`src/design/q2e_pkg.sv`:
```
`timescale 1ns / 1ps
`default_nettype none
package q2e_pkg;

   localparam int CW            = 16;  // component width, Q2.(CW-2)
   localparam int CORDIC_STAGES = 16;
   localparam int GFRAC         = 20;  // working fraction bits
   localparam int PROD_SHIFT    = 2 * (CW - 2) - GFRAC;
   localparam int PW            = 2 * CW - PROD_SHIFT;  // floored product width
   localparam int GW            = 28;  // cordic vector width
   localparam int ZW            = 20;  // Q.16 angle accumulator width
   localparam int SQW           = 43;  // square root working width
   localparam int SQ_STEPS      = 21;  // root digits of a value below 4^21
   localparam int LATENCY       = 3 + SQ_STEPS + 1 + CORDIC_STAGES + 1;

   localparam logic signed [GW-1:0] ONE_G       = GW'(1) <<< GFRAC;
   localparam logic signed [ZW-1:0] HALF_PI_Q16 = ZW'(102944);
   localparam logic signed [15:0]   PI_Q13      = 16'sd25736;
   localparam logic signed [15:0]   HALF_PI_Q13 = 16'sd12868;

   typedef struct packed {
      logic                   zero;
      logic signed [GW-1:0]   x;
      logic signed [GW-1:0]   y;
      logic signed [ZW-1:0]   z;
   } cordic_vec_type;

   typedef struct packed {
      logic [SQW-1:0] v;
      logic [SQW-1:0] r;
   } sqrt_state_type;

   function automatic logic signed [ZW-1:0] atan_q16(input int idx);
      logic signed [ZW-1:0] a;
      case (idx)
         0:  a = ZW'(51472);
         1:  a = ZW'(30386);
         2:  a = ZW'(16055);
         3:  a = ZW'(8150);
         4:  a = ZW'(4091);
         5:  a = ZW'(2047);
         6:  a = ZW'(1024);
         7:  a = ZW'(512);
         8:  a = ZW'(256);
         9:  a = ZW'(128);
         10: a = ZW'(64);
         11: a = ZW'(32);
         12: a = ZW'(16);
         13: a = ZW'(8);
         14: a = ZW'(4);
         15: a = ZW'(2);
         16: a = ZW'(1);
         default: a = '0;
      endcase
      return a;
   endfunction

   // turn a left half-plane vector by +-pi/2 into the right half-plane
   function automatic cordic_vec_type prerotate(input logic signed [GW-1:0] x,
                                                input logic signed [GW-1:0] y);
      cordic_vec_type o;
      o.zero = (x == '0) && (y == '0);
      o.x    = x;
      o.y    = y;
      o.z    = '0;
      if (x < 0) begin
         if (y >= 0) begin
            o.x = y;
            o.y = -x;
            o.z = HALF_PI_Q16;
         end else begin
            o.x = -y;
            o.y = x;
            o.z = -HALF_PI_Q16;
         end
      end
      return o;
   endfunction

endpackage
`default_nettype wire

```
`src/design/q2e_sqrt_cell.sv`:
```
`timescale 1ns / 1ps
`default_nettype none
module q2e_sqrt_cell import q2e_pkg::*; (
   input  wire logic           clock,
   input  wire logic           reset,
   input  wire logic [4:0]     step_idx,
   input  wire logic           in_valid,
   input  wire sqrt_state_type in_st,
   output logic                out_valid,
   output sqrt_state_type      out_st
);

   logic           valid_ff, valid_in;
   sqrt_state_type st_ff, st_in;
   logic [SQW-1:0] bit_w, rb;

   always_comb begin
      bit_w    = SQW'(1) << {step_idx, 1'b0};
      rb       = in_st.r + bit_w;
      valid_in = in_valid;
      st_in    = in_st;
      if (in_st.v >= rb) begin
         st_in.v = in_st.v - rb;
         st_in.r = (in_st.r >> 1) + bit_w;
      end else begin
         st_in.r = in_st.r >> 1;
      end
   end

   always_ff @(posedge clock) begin
      if (reset) begin
         valid_ff <= 1'b0;
      end else begin
         valid_ff <= valid_in;
      end
      st_ff <= st_in;
   end

   assign out_valid = valid_ff;
   assign out_st    = st_ff;

endmodule
`default_nettype wire

```
`config.mk`:
```
export PLATFORM = sky130hd
export DESIGN_NAME = q2e_sqrt_cell
export DESIGN_NICKNAME = d
export VERILOG_FILES = /design/src/design/q2e_pkg.sv /design/src/design/q2e_sqrt_cell.sv
export SDC_FILE = /design/constraint.sdc
export NUM_CORES = 1
export LEC_CHECK = 0
export BUFFER_PORTS_ARGS = -buffer_cell sky130_fd_sc_hd__buf_2
export CAP_MARGIN = 20
export CORE_MARGIN = 2
export CORE_UTILIZATION = 55
export DETAILED_ROUTE_END_ITERATION = 10
export GPL_TIMING_DRIVEN = 0
export HOLD_SLACK_MARGIN = 0.06
export PLACE_DENSITY = 0.89
export SETUP_SLACK_MARGIN = 0.1
export SYNTH_ARGS = -nofsm -noshare
export SYNTH_HDL_FRONTEND = slang
export SYNTH_SLANG_ARGS = --single-unit
```
`constraint.sdc`:
```
create_clock -name clock -period 16.95 [get_ports clock]
set_input_delay 3.39 -clock clock [delete_from_list [all_inputs] [get_ports clock]]
set_output_delay 3.39 -clock clock [all_outputs]
set_load 0.01 [all_outputs]
```
Yosys cells after proc, flatten, opt, wreduce, memory -nomap -nowiden
Index checks and enable logic that the tools add are counted.
{ "word_totals": {"ram_bits": 0, "regBits": 87, "in_bits": 94, "out_inout_bits": 87, "wordCells": 11, "romBits": 0, "n_memories": 0, "latchBits": 0} }
{ "op_classes": {"shifts": 1, "multipliers": 0, "mux": 2, "order_cmp": 1, "div": 0, "bitwise": 0, "n_eq_ne": 0, "add_sub_neg": 3, "n_reduce_logical": 0} }
{ "ops": {"columns": ["cell", "n"], "rows": [
  ["$add 42x43->43", 1],
  ["$add 43x43->43", 1],
  ["$ge 43x43->1", 1],
  ["$mux 43", 1],
  ["$shl 1x6->43 const A", 1],
  ["$sub 43x43->43", 1],
  ["$mux 42", 1]
]} }

Logic depth before layout (Yosys ltp)
{ "logic_depth": {"depth_word": 4, "depth_mapped": 29, "ltp_nobuf": 24} }

Least setup slack after synthesis
No wires, ideal clock.
{ "synth_path": {"path_kind": "in2reg", "startpoint": "in step_idx[1]", "endpoint": "reg st_ff, in the netlist out_st[1]", "stages": 25, "setup_ps": 123, "slack_ps": 8337, "t_arrival_ps": 8490, "n_path_buf": 3, "t_required_ps": 16827, "cell_sequence": "clkbuf_1 -> or3b_2 -> nor2_1 -> ha_1 -> nand2_1 -> o21bai_1 -> nor3b_1 -> a311o_1 -> a41o_1 -> a21o_1 -> a21oi_1 -> nor2b_1 -> xnor2_1 -> ha_1 -> a21o_1 -> a21o_1 -> a21o_1 -> a21o_1 -> a21o_1 -> nor3_1 -> a21oi_4 -> a31oi_1 -> buf_6 -> buf_6 -> mux2_1"} }
{ "synth_lines": {"columns": ["element", "line", "source"], "rows": [
  ["start, declared", "q2e_sqrt_cell.sv:6", "input wire logic [4:0] step_idx,"],
  ["end signal, assigned", "q2e_sqrt_cell.sv:36", "st_ff <= st_in;"],
  ["end, declared", "q2e_sqrt_cell.sv:14", "sqrt_state_type st_ff, st_in;"]
]} }

==> summary.md <==
The global-route usage over all layers is 30.3%. The data arrival time of the critical path is 9.69 ns, and the buffer count from post-CTS setup fixing is 0. The cell repeated most along the worst path was a21o_1. After the last flow step, the layout net total stands at 1,397. The logs give 43 for the number of cell rows and 1,208 for the post-synth net total.

Number of global-route vias before repair: 7,406. Once layout is done, the placed cells without fillers occupy 0.00933 mm². For the number of resized instances in the post-cts repair step, the log shows 0. Compared with the post-synthesis result, the final layout area differs by 18.6%. The number of design-rule violations left by the first detailed-router iteration was 765.

Relative contribution of the clock network to total power: 30.3%. In this run the remaining antenna-violating nets after routing total 0. Wires add up to 23.3 mm.

Entering global routing, the biggest net connects 15 pins. Leading register cell type out of synthesis: dfxtp_1. Count of buffer and inverter cells on the critical path: 4. The number of storage elements in the synthesis netlist was 87. The detailed-placement wirelength estimate was 18.7 mm. Start-to-end type of the worst setup path: in -> reg. After detailed placement, the total cell area comes to 0.00898 mm².

The cell at the root of the clock tree is clkbuf_16. The hold-critical path endpoint was out_valid$_SDFF_PP0_. The floorplan step defined a die boundary enclosing 0.0153 mm².

Leaving out fill and tap cells, the most frequent cells in the layout are buf_2, nand2_1, dfxtp_1. The instance count along the most critical hold path came out at 2. The cell with the largest stage delay on the worst path is nor3_1. In this run the vertical extent of the chip is 124 µm.

The run gives 260 µW as the power dissipated by switching net loads. After detailed routing, the number of remaining DRC violations is 0. Count of H-tree levels built during CTS: 3. In the routed layout, each cell is associated on average with a via count of 5.94.

The tools report the placed instance count as 1,386. The critical path capture point type is a flop. The placeable core region came out at 0.0139 mm². Routability-driven placement finished with a final weighted congestion of 0.983. Sequential cells were found to cover 22.1% of the synthesized design area. In this run switching power makes up 34.3% of total power. The number of buffers on the longest clock path was 2.

The category of cells accounting for the largest share of critical-path delay was compound AO/OA/AOI/OAI gates. The initial utilization of the core area, before any placement, comes to 56.5%. Across the VDD grid, the largest voltage drop is 48.1 µV. Max-cap violations in this run came to 0. The ratio of cells with drive above 1 in the final layout works out to 19.6%.

The highest net fanout along the worst path was 10. Dividing the synthesized area by the synthesized cell count gives 7.65 µm². Derived from the worst setup path, the maximum achievable clock frequency is 0.106 GHz. The power share of the sequential group was 32.6%. For the post-route non-filler standard cell count, the log shows 1,403. The run finished with clean final reports. For the finished layout, the period the worst path requires is 9.47 ns. The register clock-pin slew on the reported worst setup and hold paths is 0.06 ns, and the detail-routed net length per standard cell is 16.6 µm. The run gives 37.1% as the portion of total power attributed to combinational logic. The number of clock buffers added by TritonCTS is 9. The total via count in the routed design came out at 8,340.

The library cell used most frequently in the layout, excluding fill and tap cells, is buf_2. The run gives 0 as the number of endpoints failing setup at the final stage. The count of port buffers added during placement is 178, and the power density over the cells is 81.1 mW/mm².

Cell-internal power: 497 µW. The tools report the number of different library cells in the post-synthesis netlist as 70. First-pass iteration count of the detailed router: 5. Setup repair after global routing left no endpoint under its margin.

For the max-slew violation count, the log shows 0. The fraction of the cycle the final worst path needs is 55.9%. The highest cell delay on the worst timing path came out at 0.43 ns. The min-delay analysis places its worst path in the category in -> reg. TritonCTS built the clock tree. The number of synthesized flops with an enable pin was 0. The clock net in this run drives a total of 87 sinks.

The data required time at the worst endpoint came out at 17.18 ns. The total overflow left after global routing is 0. In the synthesized netlist the async set-or-reset flop fraction comes to 0%. For the hold violation count in the final report, the log shows 0.

The floorplan step set the die width to 124 µm. The logs give 0.00787 mm² for the netlist area before placement and 181 for the number of top-level pins. In this run the static leakage power is 0.00422 µW.

The logs give 0 ns for the setup TNS and 0 for the number of warning messages in the yosys log. In this run the most critical hold path is launched from reset. Synthesis produced 1,028 cells.

The first global-routing pass estimated 36.2 mm of wire. The actual slew at the worst max-slew pin works out to 0.756 ns. Initial antenna violation count: 2. The worst setup path is launched from an input port. The relative slew slack is 49.3%, and the count of hold buffers inserted by post-cts repair is 0.
==> Yosys cell counts, types with 7 or more instances <==
library cell  instances  share of area [%]
and3_1               11               0.87
dfxtp_1              87                 22
nand4_1              15                1.2
nand2_1             139                6.6
inv_1                19               0.91
o21a_1                7               0.67
a31o_2               12                1.3
nand2b_1             18                1.4
buf_2                12               0.76
a21oi_1              65                4.1
o21ai_1              68                4.3
ha_1                 85                 14
a31oi_1              28                2.2
o21bai_1             16                1.5
nand3_1              17                1.1
a21o_1               24                2.3
xnor2_1              45                5.0
o31ai_1               9               0.86
nor3_1               24                1.5
nor2b_1              16                1.3
xor2_1               76                8.5
nor2_1               86                4.1
clkbuf_1             15               0.72
o21ai_0              38                2.4
==> flip-flops by register name, summed over array words and instances (netlist names) <==
name and cells:
out_valid 1, out_st 86
==> routing by layer <==
layer | track usage, % | part of all wire [%] | wire length [µm]
met1 | 40.9 | 44 | 10300
met2 | 47.7 | 44 | 10400
met3 | 5.91 | 8.3 | 1930
met4 | 11.4 | 3.2 | 737
met5 | 0 | 0 | 0
==> worst max path at each step <==
stage | start | endpoint | cells after the start
after CTS | step_idx[1] | out_st[79]$_DFF_P_ | 27
after detailed placement | step_idx[1] | out_st[84]$_DFF_P_ | 27
after floorplan | step_idx[1] | out_st[1]$_DFF_P_ | 25
after global placement | step_idx[1] | out_st[84]$_DFF_P_ | 27
after global routing | step_idx[1] | out_st[84]$_DFF_P_ | 27
final | step_idx[1] | out_st[84]$_DFF_P_ | 27
==> cell families after synthesis <==
family          Yosys count  share of synthesized area, %
flops                    87                          22.1
compound gates          320                          25.9
mux                       4                         0.572
buf+inv                  49                          2.81
fa+ha+maj                86                          13.8
xor+xnor                121                          13.5
simple gates            361                          21.4
==> layout make-up <==
cell class                      instances  area [µm²]
Clock buffer                           10         239
Fill cell                            1204        4600
Timing Repair Buffer                  178         891
Tap cell                              180         225
Antenna cell                            2        5.00
Sequential cell                        87        1740
Buffer                                 30         150
Inverter                               19        71.3
Multi-Input combinational cell        892        5900
Clock inverter                          5         106
==> metrics by stage <==
| stage | utilization, % | setup slack (ns) | hold slack [ns] | total power (µW) |
|---|---|---|---|---|
| finish | 67.0 | 7.48 | 3.19 | 757 |
| global route | 67.0 | 7.25 | 3.19 | 799 |
| CTS | 66.9 | 7.65 | 3.18 | 755 |
| detailed placement | 64.5 | 7.34 | 3.55 | 525 |
| global placement | 64.5 | 7.48 | 3.55 | 520 |
| floorplan | - | 8.34 | 3.46 | 429 |
==> power by group through the flow <==
| stage | clock (µW) | combinational [µW] | sequential (µW) |
|---|---|---|---|
| final | 230 | 281 | 246 |
| after global placement | 0 | 270 | 250 |
| after CTS | 232 | 277 | 247 |
| after global routing | 240 | 309 | 250 |
| after floorplan | 0 | 159 | 270 |
| after detailed placement | 0 | 274 | 251 |
No activity file was read; power rests on OpenSTA's default activity.
