`config.mk`:
```
export PLATFORM = sky130hd
export DESIGN_NAME = q2e_cordic_cell
export DESIGN_NICKNAME = d
export VERILOG_FILES = /design/src/design/q2e_pkg.sv /design/src/design/q2e_cordic_cell.sv
export SDC_FILE = /design/constraint.sdc
export NUM_CORES = 1
export LEC_CHECK = 0
export ABC_AREA = 1
export BUFFER_PORTS_ARGS = -buffer_cell sky130_fd_sc_hd__buf_2
export CAP_MARGIN = 20
export CORE_MARGIN = 8
export CORE_UTILIZATION = 30
export DETAILED_ROUTE_END_ITERATION = 10
export HOLD_SLACK_MARGIN = 0.02
export PLACE_DENSITY_LB_ADDON = 0.15
export SYNTH_ARGS = -nofsm -noshare
export SYNTH_HDL_FRONTEND = slang
export SYNTH_SLANG_ARGS = --single-unit
```
`constraint.sdc`:
```
create_clock -name clock -period 3.85 [get_ports clock]
set_input_delay 0.5775 -clock clock [delete_from_list [all_inputs] [get_ports clock]]
set_output_delay 0.5775 -clock clock [all_outputs]
set_load 0.005 [all_outputs]
```
`src/design/q2e_pkg.sv`:
```
`timescale 1ns / 1ps
`default_nettype none
package q2e_pkg;

   localparam int CW            = 16;  // component width, Q2.(CW-2)
   localparam int CORDIC_STAGES = 16;
   localparam int GFRAC         = 20;  // working fraction bits
   localparam int PROD_SHIFT    = 2 * (CW - 2) - GFRAC;
   localparam int PW            = 2 * CW - PROD_SHIFT;  // floored product width
   localparam int GW            = 28;  // cordic vector width
   localparam int ZW            = 20;  // Q.16 angle accumulator width
   localparam int SQW           = 43;  // square root working width
   localparam int SQ_STEPS      = 21;  // root digits of a value below 4^21
   localparam int LATENCY       = 3 + SQ_STEPS + 1 + CORDIC_STAGES + 1;

   localparam logic signed [GW-1:0] ONE_G       = GW'(1) <<< GFRAC;
   localparam logic signed [ZW-1:0] HALF_PI_Q16 = ZW'(102944);
   localparam logic signed [15:0]   PI_Q13      = 16'sd25736;
   localparam logic signed [15:0]   HALF_PI_Q13 = 16'sd12868;

   typedef struct packed {
      logic                   zero;
      logic signed [GW-1:0]   x;
      logic signed [GW-1:0]   y;
      logic signed [ZW-1:0]   z;
   } cordic_vec_type;

   typedef struct packed {
      logic [SQW-1:0] v;
      logic [SQW-1:0] r;
   } sqrt_state_type;

   function automatic logic signed [ZW-1:0] atan_q16(input int idx);
      logic signed [ZW-1:0] a;
      case (idx)
         0:  a = ZW'(51472);
         1:  a = ZW'(30386);
         2:  a = ZW'(16055);
         3:  a = ZW'(8150);
         4:  a = ZW'(4091);
         5:  a = ZW'(2047);
         6:  a = ZW'(1024);
         7:  a = ZW'(512);
         8:  a = ZW'(256);
         9:  a = ZW'(128);
         10: a = ZW'(64);
         11: a = ZW'(32);
         12: a = ZW'(16);
         13: a = ZW'(8);
         14: a = ZW'(4);
         15: a = ZW'(2);
         16: a = ZW'(1);
         default: a = '0;
      endcase
      return a;
   endfunction

   // turn a left half-plane vector by +-pi/2 into the right half-plane
   function automatic cordic_vec_type prerotate(input logic signed [GW-1:0] x,
                                                input logic signed [GW-1:0] y);
      cordic_vec_type o;
      o.zero = (x == '0) && (y == '0);
      o.x    = x;
      o.y    = y;
      o.z    = '0;
      if (x < 0) begin
         if (y >= 0) begin
            o.x = y;
            o.y = -x;
            o.z = HALF_PI_Q16;
         end else begin
            o.x = -y;
            o.y = x;
            o.z = -HALF_PI_Q16;
         end
      end
      return o;
   endfunction

endpackage
`default_nettype wire

```
`src/design/q2e_cordic_cell.sv`:
```
`timescale 1ns / 1ps
`default_nettype none
module q2e_cordic_cell import q2e_pkg::*; (
   input  wire logic                 clock,
   input  wire logic                 reset,
   input  wire logic [4:0]           stage_idx,
   input  wire logic signed [ZW-1:0] atan_val,
   input  wire logic                 in_valid,
   input  wire cordic_vec_type       in_vec,
   output logic                      out_valid,
   output cordic_vec_type            out_vec
);

   logic                 valid_ff, valid_in;
   cordic_vec_type       vec_ff, vec_in;
   logic signed [GW-1:0] dx, dy;

   always_comb begin
      dx       = in_vec.y >>> stage_idx;
      dy       = in_vec.x >>> stage_idx;
      valid_in = in_valid;
      vec_in   = in_vec;
      if (in_vec.y > 0) begin
         vec_in.x = in_vec.x + dx;
         vec_in.y = in_vec.y - dy;
         vec_in.z = in_vec.z + atan_val;
      end else begin
         vec_in.x = in_vec.x - dx;
         vec_in.y = in_vec.y + dy;
         vec_in.z = in_vec.z - atan_val;
      end
   end

   always_ff @(posedge clock) begin
      if (reset) begin
         valid_ff <= 1'b0;
      end else begin
         valid_ff <= valid_in;
      end
      vec_ff <= vec_in;
   end

   assign out_valid = valid_ff;
   assign out_vec   = vec_ff;

endmodule
`default_nettype wire

```
Yosys cells after proc, flatten, opt, wreduce, memory -nomap -nowiden
Index checks and enable logic that the tools add are counted.

Register bits after elaboration: 78. Input bits: 105. Word-level logic and storage cells: 15.

$add $sub $neg: 6. Order comparisons: 1. Shift-type cells: 2. Multiplexer cells: 1.

Operator list (number): 2-to-1 mux 76 bit (1); adder 28 bit (2); >>> shifter 28 x 5 -> 28 bit (2); subtractor 28 bit (2); > comparator 28 x 1 -> 1 bit (second input constant) (1); adder 20 bit (1); subtractor 20 bit (1).

Longest topological paths before layout
Gate-level depths: netlist of run 1.

Depth after elaboration: 3. Gate-level depth with buffers: 33. Depth with buffers taken out: 32.

Worst setup path before layout of run 1
OpenSTA, ideal clock, no wires.

Kind: input-to-reg. Start point: input stage_idx[0]. End point: register vec_ff (netlist bit out_vec[72]). Library setup time: 72 ps. Arrival: 4040 ps. Required time: 3778 ps. Setup slack: -262 ps. Stages: 22. Path buffers: 3. Path through: buf_6 buf_8 buf_8 o211ai_1 nand3_1 nand3_1 nand2_1 nand2_1 nand2_2 ha_1 or2_2 o21ai_0 inv_1 fa_1 o21ai_1 a21oi_1 o21bai_1 a21oi_1 o21bai_1 a21oi_1 o21ai_1 xor2_1.

RTL lines: from (decl) (RTL line q2e_cordic_cell.sv:6) `input wire logic [4:0] stage_idx,`; to (signal assigned) (RTL line q2e_cordic_cell.sv:40) `vec_ff <= vec_in;`; to (decl) (RTL line q2e_cordic_cell.sv:15) `cordic_vec_type vec_ff, vec_in;`.

==> flow_metrics.tcl, run 1 <==
set metrics [dict create \
    status "complete, no violations" \
    finalSetupViolCount 0 \
    num_io_pins 183 \
    fin_crit_ns 3.85 \
    gp_congestion 0.929 \
    min_to "out_vec[76]$_DFF_P_" \
    p_leak_nw 8.91 \
    ant_nets 0 \
    synth_top_area_cell "nand2_1" \
    ys_top_cells_by_count "nand2_1, nand3_1, inv_1" \
    whs_ns 0.311 \
    tightest_slew_ns 0.509 \
    min_path_cells 1 \
    netSwitchingFraction 0.407 \
    pwr-share-comb 0.634 \
    power.internal_mw 3.40 \
    io_buffers 182 \
    avgSynthCellArea_um2 6.08 \
    wirelength_met1_um 19800 \
    grt_max_degree 32 \
    dr_wl_met2_um 21500 \
    syn_inst 1711 \
    post-route-period-util 0.999 \
    seqPwrFrac 0.217 \
    netSwitchingPower_mw 2.33 \
    worstSetupEndpointType "flop" \
    path_max_fanout 7 \
    num_vias 13681 \
    core_um2 34400 \
    rsz0062_at_grt "true" \
    antenna_found_initial 1 \
    pwr-share-clk 0.149 \
    clockRootBuffer "clkbuf_16" \
    h-tree-depth 3 \
    startpoint "stage_idx[0]" \
    cts_buffers 9 \
    yosys.area.top_type_share 0.179 \
    cp_slowest_cell "ha_4" \
    critPathArrivalTime_ns 4.13 \
    final_nets 2531 \
    antennaDiodeCount 0 \
    via_per_inst 4.88 \
    dieArea_um2 40900 \
    cts_hold_buf 0 \
    cpPeakStageDelay_ns 0.28 \
    min_from "in_vec[76]" \
    cp.required_ns 4.13 \
    top_layer "met4" \
    synth-async-reset-ratio 0 \
    clock.fmax_mhz 260 \
    syn_to_final_growth_pct 62.2 \
    synthTopCellsByArea "nand2_1, dfxtp_1, nand3_1" \
    startpoint_type "primary input" \
    hold_violations 0 \
    dp_hpwl_um 36100 \
    power_density_nw_per_um2 340 \
    drv_slew 0 \
    synth.distinct_cells 54 \
    cts_num_sinks 78 \
    irDropWorstVdd_uv 298 \
    hold_path_class "in -> reg" \
    yosysMostFrequentCell "nand2_1" \
    first_pass_iters 6 \
    initial_core_util 0.303 \
    cts.path.max_buffers 2 \
    final_layout_size_suffix_gt1_frac 0.411 \
    synth_edf_count 0 \
    fp.dieH_um 202 \
    slew_headroom 0.658 \
    die_w_um 202 \
    drt_iter0_markers 798 \
    grt_use_total 0.203 \
    row_count 68 \
    fillers 3617 \
    final_util 0.491 \
    clkSlewWorstSetupHoldPaths_ns 0.08 \
    synth_nets 1899 \
    seq_area_frac_synth 0.150 \
    multi_input_area_um2 8750 \
    dp_slack_ns -0.745 \
    grt_pass1_wl_um 67600 \
    setup_slack_ns 0.00301 \
    wl_met3_um 2080 \
    wl_per_cell_um 16.0 \
    synth-main-ff-cell "dfxtp_1" \
    seqCellArea_um2 1560 \
    crit_top_cell "nand2_1" \
    worstSetupPathType "in -> reg" \
    grt_overflow 0 \
    wl_um 44700 \
    ys_warn_count 0 \
    grt_pass1_vias 13237 \
    cts_tree "built" \
    cap_violations 0 \
    finalSetupTns_ns 0 \
    drc 0 \
    netlist_area_um2 10400 \
    ys_ff_latch 78 \
]
## logic make-up (layout without fill, tap and decap cells)
logic type                 count (synthesis)  in the layout  share of synthesized area
buffers and inverters                    219            856                     0.0938
xor gates and xnor gates                 126            126                      0.106
and+or+nand+nor                          972            972                      0.419
adders and majority gates                 83             83                      0.102
DFF                                       78             78                      0.150
AOI/OAI and AO/OA                        233            233                      0.129
## flip-flops by register name, indices dropped and copies added, names as in the netlist
name / cells
out_valid: 1
out_vec: 77
## power by group through the flow
stage	combinational [mW]	clock (mW)	sequential, mW
after floorplan	1.52	0	1.30
after global placement	3.31	0	1.26
after detailed placement	3.31	0	1.26
after CTS	3.39	0.899	1.25
after global routing	3.99	0.918	1.28
final	3.63	0.857	1.24
## cell usage in the layout (no fill, tap or decap), drive strengths merged
cell	instances
nand4	16
a21boi	4
o31ai	3
a21o	4
nand3	285
nor3b	1
buf	681
xor2	77
o41ai	1
or2	2
clkbuf	17
o21a	3
ha	80
o21ai	81
a211oi	1
dfxtp	78
o211ai	17
and3b	1
nand3b	6
and3	2
a41oi	1
o211a	1
nand2	526
and2	2
o21bai	3
o2111ai	2
inv	155
a31oi	21
nor4	10
a21oi	89
clkinvlp	2
nor2	112
clkinv	1
o221ai	2
nor3	9
xnor2	49
fa	3
## cell type report
cell class / count / share of cell area
inverters: 151 / 0.0350
clock buffers: 9 / 0.0133
clock inverters: 7 / 0.00326
repair buffers: 689 / 0.303
multi-input cells: 1414 / 0.519
flip-flops and latches: 78 / 0.0925
well taps: 455 / 0.0337
## metal layers
| layer | up-vias | track usage |
|---|---|---|
| met2 | 329 | 0.344 |
| li1 | 6950 | - |
| met3 | 72 | 0.0299 |
| met1 | 6330 | 0.259 |
| met4 | 0 | 0.0712 |
| met5 | - | 0 |
## critical path, delay by kind of cell
kind,cells,cell delay [ns]
simple gates,18,1.63
buf+inv,8,0.88
compound gates,4,0.54
fa+ha+maj,2,0.47
## how the worst max path moves through the flow
| stage | end | slack (ns) | depth (start not counted) |
|---|---|---|---|
| floorplan | out_vec[72]$_DFF_P_ | -0.01 | 22 |
| finish | out_vec[47]$_DFF_P_ | 0.003 | 32 |
| detailed placement | out_vec[47]$_DFF_P_ | -0.74 | 31 |
| global route | out_vec[47]$_DFF_P_ | -0.15 | 33 |
| CTS | out_vec[47]$_DFF_P_ | 0.005 | 32 |
| global placement | out_vec[47]$_DFF_P_ | -0.74 | 31 |
## through the flow
step,std cells,power [mW],instance area (µm²)
after floorplan,1711,2.82,10400
after global placement,2749,4.57,15200
after detailed placement,2749,4.58,15200
after CTS,2776,5.53,15700
after global routing,2803,6.18,16900
final,2803,5.73,16900
## repair_timing
item / 4_1_cts / 5_1_grt
setup buffers: 10 / 19
pin swaps: 11 / 65
resized for setup: 42 / 200
endpoints found under the setup margin: 19 / 37
cloned: 1 / 9
Note: power is estimated with default switching activity, not from simulation.
==> inputs of run 2 (changes only) <==
Settings changed: ABC_AREA 1 to 0.
==> run 2 against run 1 <==
Against the previous run:
- the flow now finishes with violations (negative setup slack)
- cell area is 5.5% higher
- via count shrank 7.0%
- area after synthesis grew 2.3%
- combinational power increased by 6.6%
- worst setup slack worse by 1.4 ns
- critical path depth shrank 12
- clock-buffer cell count stayed put
- non-clock buffer count up 42
- sequential cell count did not move
- synthesized cell count decreased by 28%
- critical path type unchanged
- critical endpoint is now out_vec[46]$_DFF_P_
- largest cell class unchanged
- highest routed layer unchanged
==> flow_metrics.tcl, run 2 <==
set metrics [dict create \
    fin_crit_ns 5.25 \
    power_density_nw_per_um2 340 \
    tightest_slew_ns 0.687 \
    clock.fmax_mhz 190 \
    post-route-period-util 1.36 \
    cap_violations 0 \
    dieArea_um2 41800 \
    synth_nets 1421 \
    dp_slack_ns -2.01 \
    cts_tree "built" \
    irDropWorstVdd_uv 231 \
    drv_slew 0 \
    hold_violations 0 \
    avgSynthCellArea_um2 8.63 \
    h-tree-depth 3 \
    drc 0 \
    wl_um 48100 \
    cp.required_ns 4.11 \
    cts_num_sinks 78 \
    power.total_mw 6.06 \
    path_max_fanout 5 \
    grt_overflow 0 \
    finalSetupViolCount 49 \
    grt_use_total 0.225 \
    syn_inst 1233 \
    final_nets 2094 \
    top_layer "met4" \
    layout_commonest_cell "buf_4" \
    io_buffers 182 \
    antenna_found_initial 0 \
    dr_wl_met2_um 22400 \
    clockRootBuffer "clkbuf_16" \
    synth_top_area_cell "mux4_2" \
    finalSetupTns_ns -36.86 \
    violations "negative setup slack" \
    fp.dieH_um 204 \
    clkSlewWorstSetupHoldPaths_ns 0.06 \
    grt_max_degree 33 \
    stdcell_area_um2 17800 \
    final_cell_mix "buf_4, buf_2, nor2_1, nand2_1, dfxtp_1" \
    dp_hpwl_um 37700 \
    placed_cell_area_um2 15500 \
    synth_edf_count 0 \
    ant_nets 0 \
    core_um2 35200 \
    wirelength_met1_um 20600 \
    die_w_um 204 \
    grt_pass1_vias 12958 \
    synth-main-ff-cell "dfxtp_1" \
    grt_pass1_wl_um 73700 \
    min_path_cells 1 \
    cts_buffers 9 \
    hold_path_class "in -> reg" \
    antennaDiodeCount 0 \
    whs_ns 0.311 \
    initial_core_util 0.302 \
    cts.path.max_buffers 2 \
    p_leak_nw 8.09 \
    ys_ff_latch 78 \
    via_per_inst 5.36 \
    synth.distinct_cells 93 \
    rsz0062_at_grt "true" \
    gp_congestion 0.912 \
    drt_iter0_markers 863 \
    cts_hold_buf 0 \
    num_vias 12717 \
    startpoint_type "primary input" \
    synth-async-reset-ratio 0 \
    first_pass_iters 5 \
    slew_headroom 0.540 \
    worstSetupPathType "in -> reg" \
    ys_warn_count 0 \
    synthTopCellsByArea "mux4_2, dfxtp_1, ha_1" \
    setup_slack_ns -1.40 \
    syn_to_final_growth_pct 67.4 \
    worstSetupEndpointType "flop" \
    netlist_area_um2 10600 \
    critPathArrivalTime_ns 5.51 \
    num_io_pins 183 \
    row_count 69 \
    final_layout_size_suffix_gt1_frac 0.541 \
    wl_met3_um 3350 \
    ys_top_cells_by_count "a21oi_1, nor2_1, nand2_1" \
    largest_reg_flops 77 \
    yosys.area.top_type_share 0.154 \
    wl_per_cell_um 20.3 \
    yosysMostFrequentCell "a21oi_1" \
    seq_area_frac_synth 0.147 \
    status "finished, violations left" \
]
## run 2: cell count changes after synthesis, moves of 20 or more
cell,change
clkbuf_1,+24
nand2_2,-25
mux2i_1,+42
nand3_1,-254
xor2_1,-26
mux4_2,+73
inv_1,-114
xnor2_1,+20
nand2_1,-408
mux2_2,+20
nor2b_1,+22
## run 2: power by group
group	internal [mW]	switching (mW)	total (mW)
Clock	0.629	0.374	1.00
Combinational	2.06	1.81	3.87
Sequential	1.12	0.0682	1.19
Total	3.82	2.25	6.06
## run 2: repair_timing
action                                  4_1_cts  5_1_grt
resized for setup                           165       89
pin swaps                                    81       93
buffers inserted                             66       33
gates cloned                                  4        0
endpoints found under the setup margin       47       56
## run 2: layout make-up
class | instances | area (µm²)
clock buffers | 9 | 225
clock inverters | 6 | 111
fillers | 3367 | 17400
inverters | 30 | 113
multi-input cells | 1056 | 9710
flip-flops and latches | 78 | 1560
well taps | 461 | 577
repair buffers | 731 | 5520
## run 2: worst max-delay path, cell delays in order
cell	delay, ns
buf_16	0.11
mux4_2	0.50
mux2_4	0.29
mux4_2	0.53
a211oi_2	0.20
and3_1	0.21
or4b_4	0.51
o21ai_2	0.15
xor2_1	0.26
ha_1	0.33
a21oi_1	0.13
o21ai_1	0.10
a22o_1	0.24
a21o_1	0.18
a311o_1	0.30
a31oi_2	0.16
nor2b_1	0.07
o21a_1	0.18
o41a_1	0.32
xor2_1	0.15
## run 2: through the flow
step,cells,util
2_1_floorplan,1233,-
3_3_place_gp,2266,0.441
3_5_place_dp,2266,0.441
4_1_cts,2350,0.489
5_1_grt,2371,0.506
6_report,2371,0.506
## run 2: cells by family after synthesis
logic type,after synthesis,share of synthesized area
and+or+nand+nor,356,0.167
adders and majority gates,83,0.0997
DFF,78,0.147
muxes,138,0.220
AOI/OAI and AO/OA,359,0.225
xor gates and xnor gates,120,0.0988
buffers and inverters,99,0.0430
## run 2: routing by layer
layer | vias up | GRT usage
met1 | 6121 | 0.288
met2 | 452 | 0.360
met3 | 100 | 0.0526
met5 | - | 0
met4 | 0 | 0.0962
li1 | 6044 | -
## run 2: worst paths after layout
path / start / to / slack, ns
max: stage_idx[1] / out_vec[46]$_DFF_P_ / -1.40
min: in_vec[76] / out_vec[76]$_DFF_P_ / 0.31
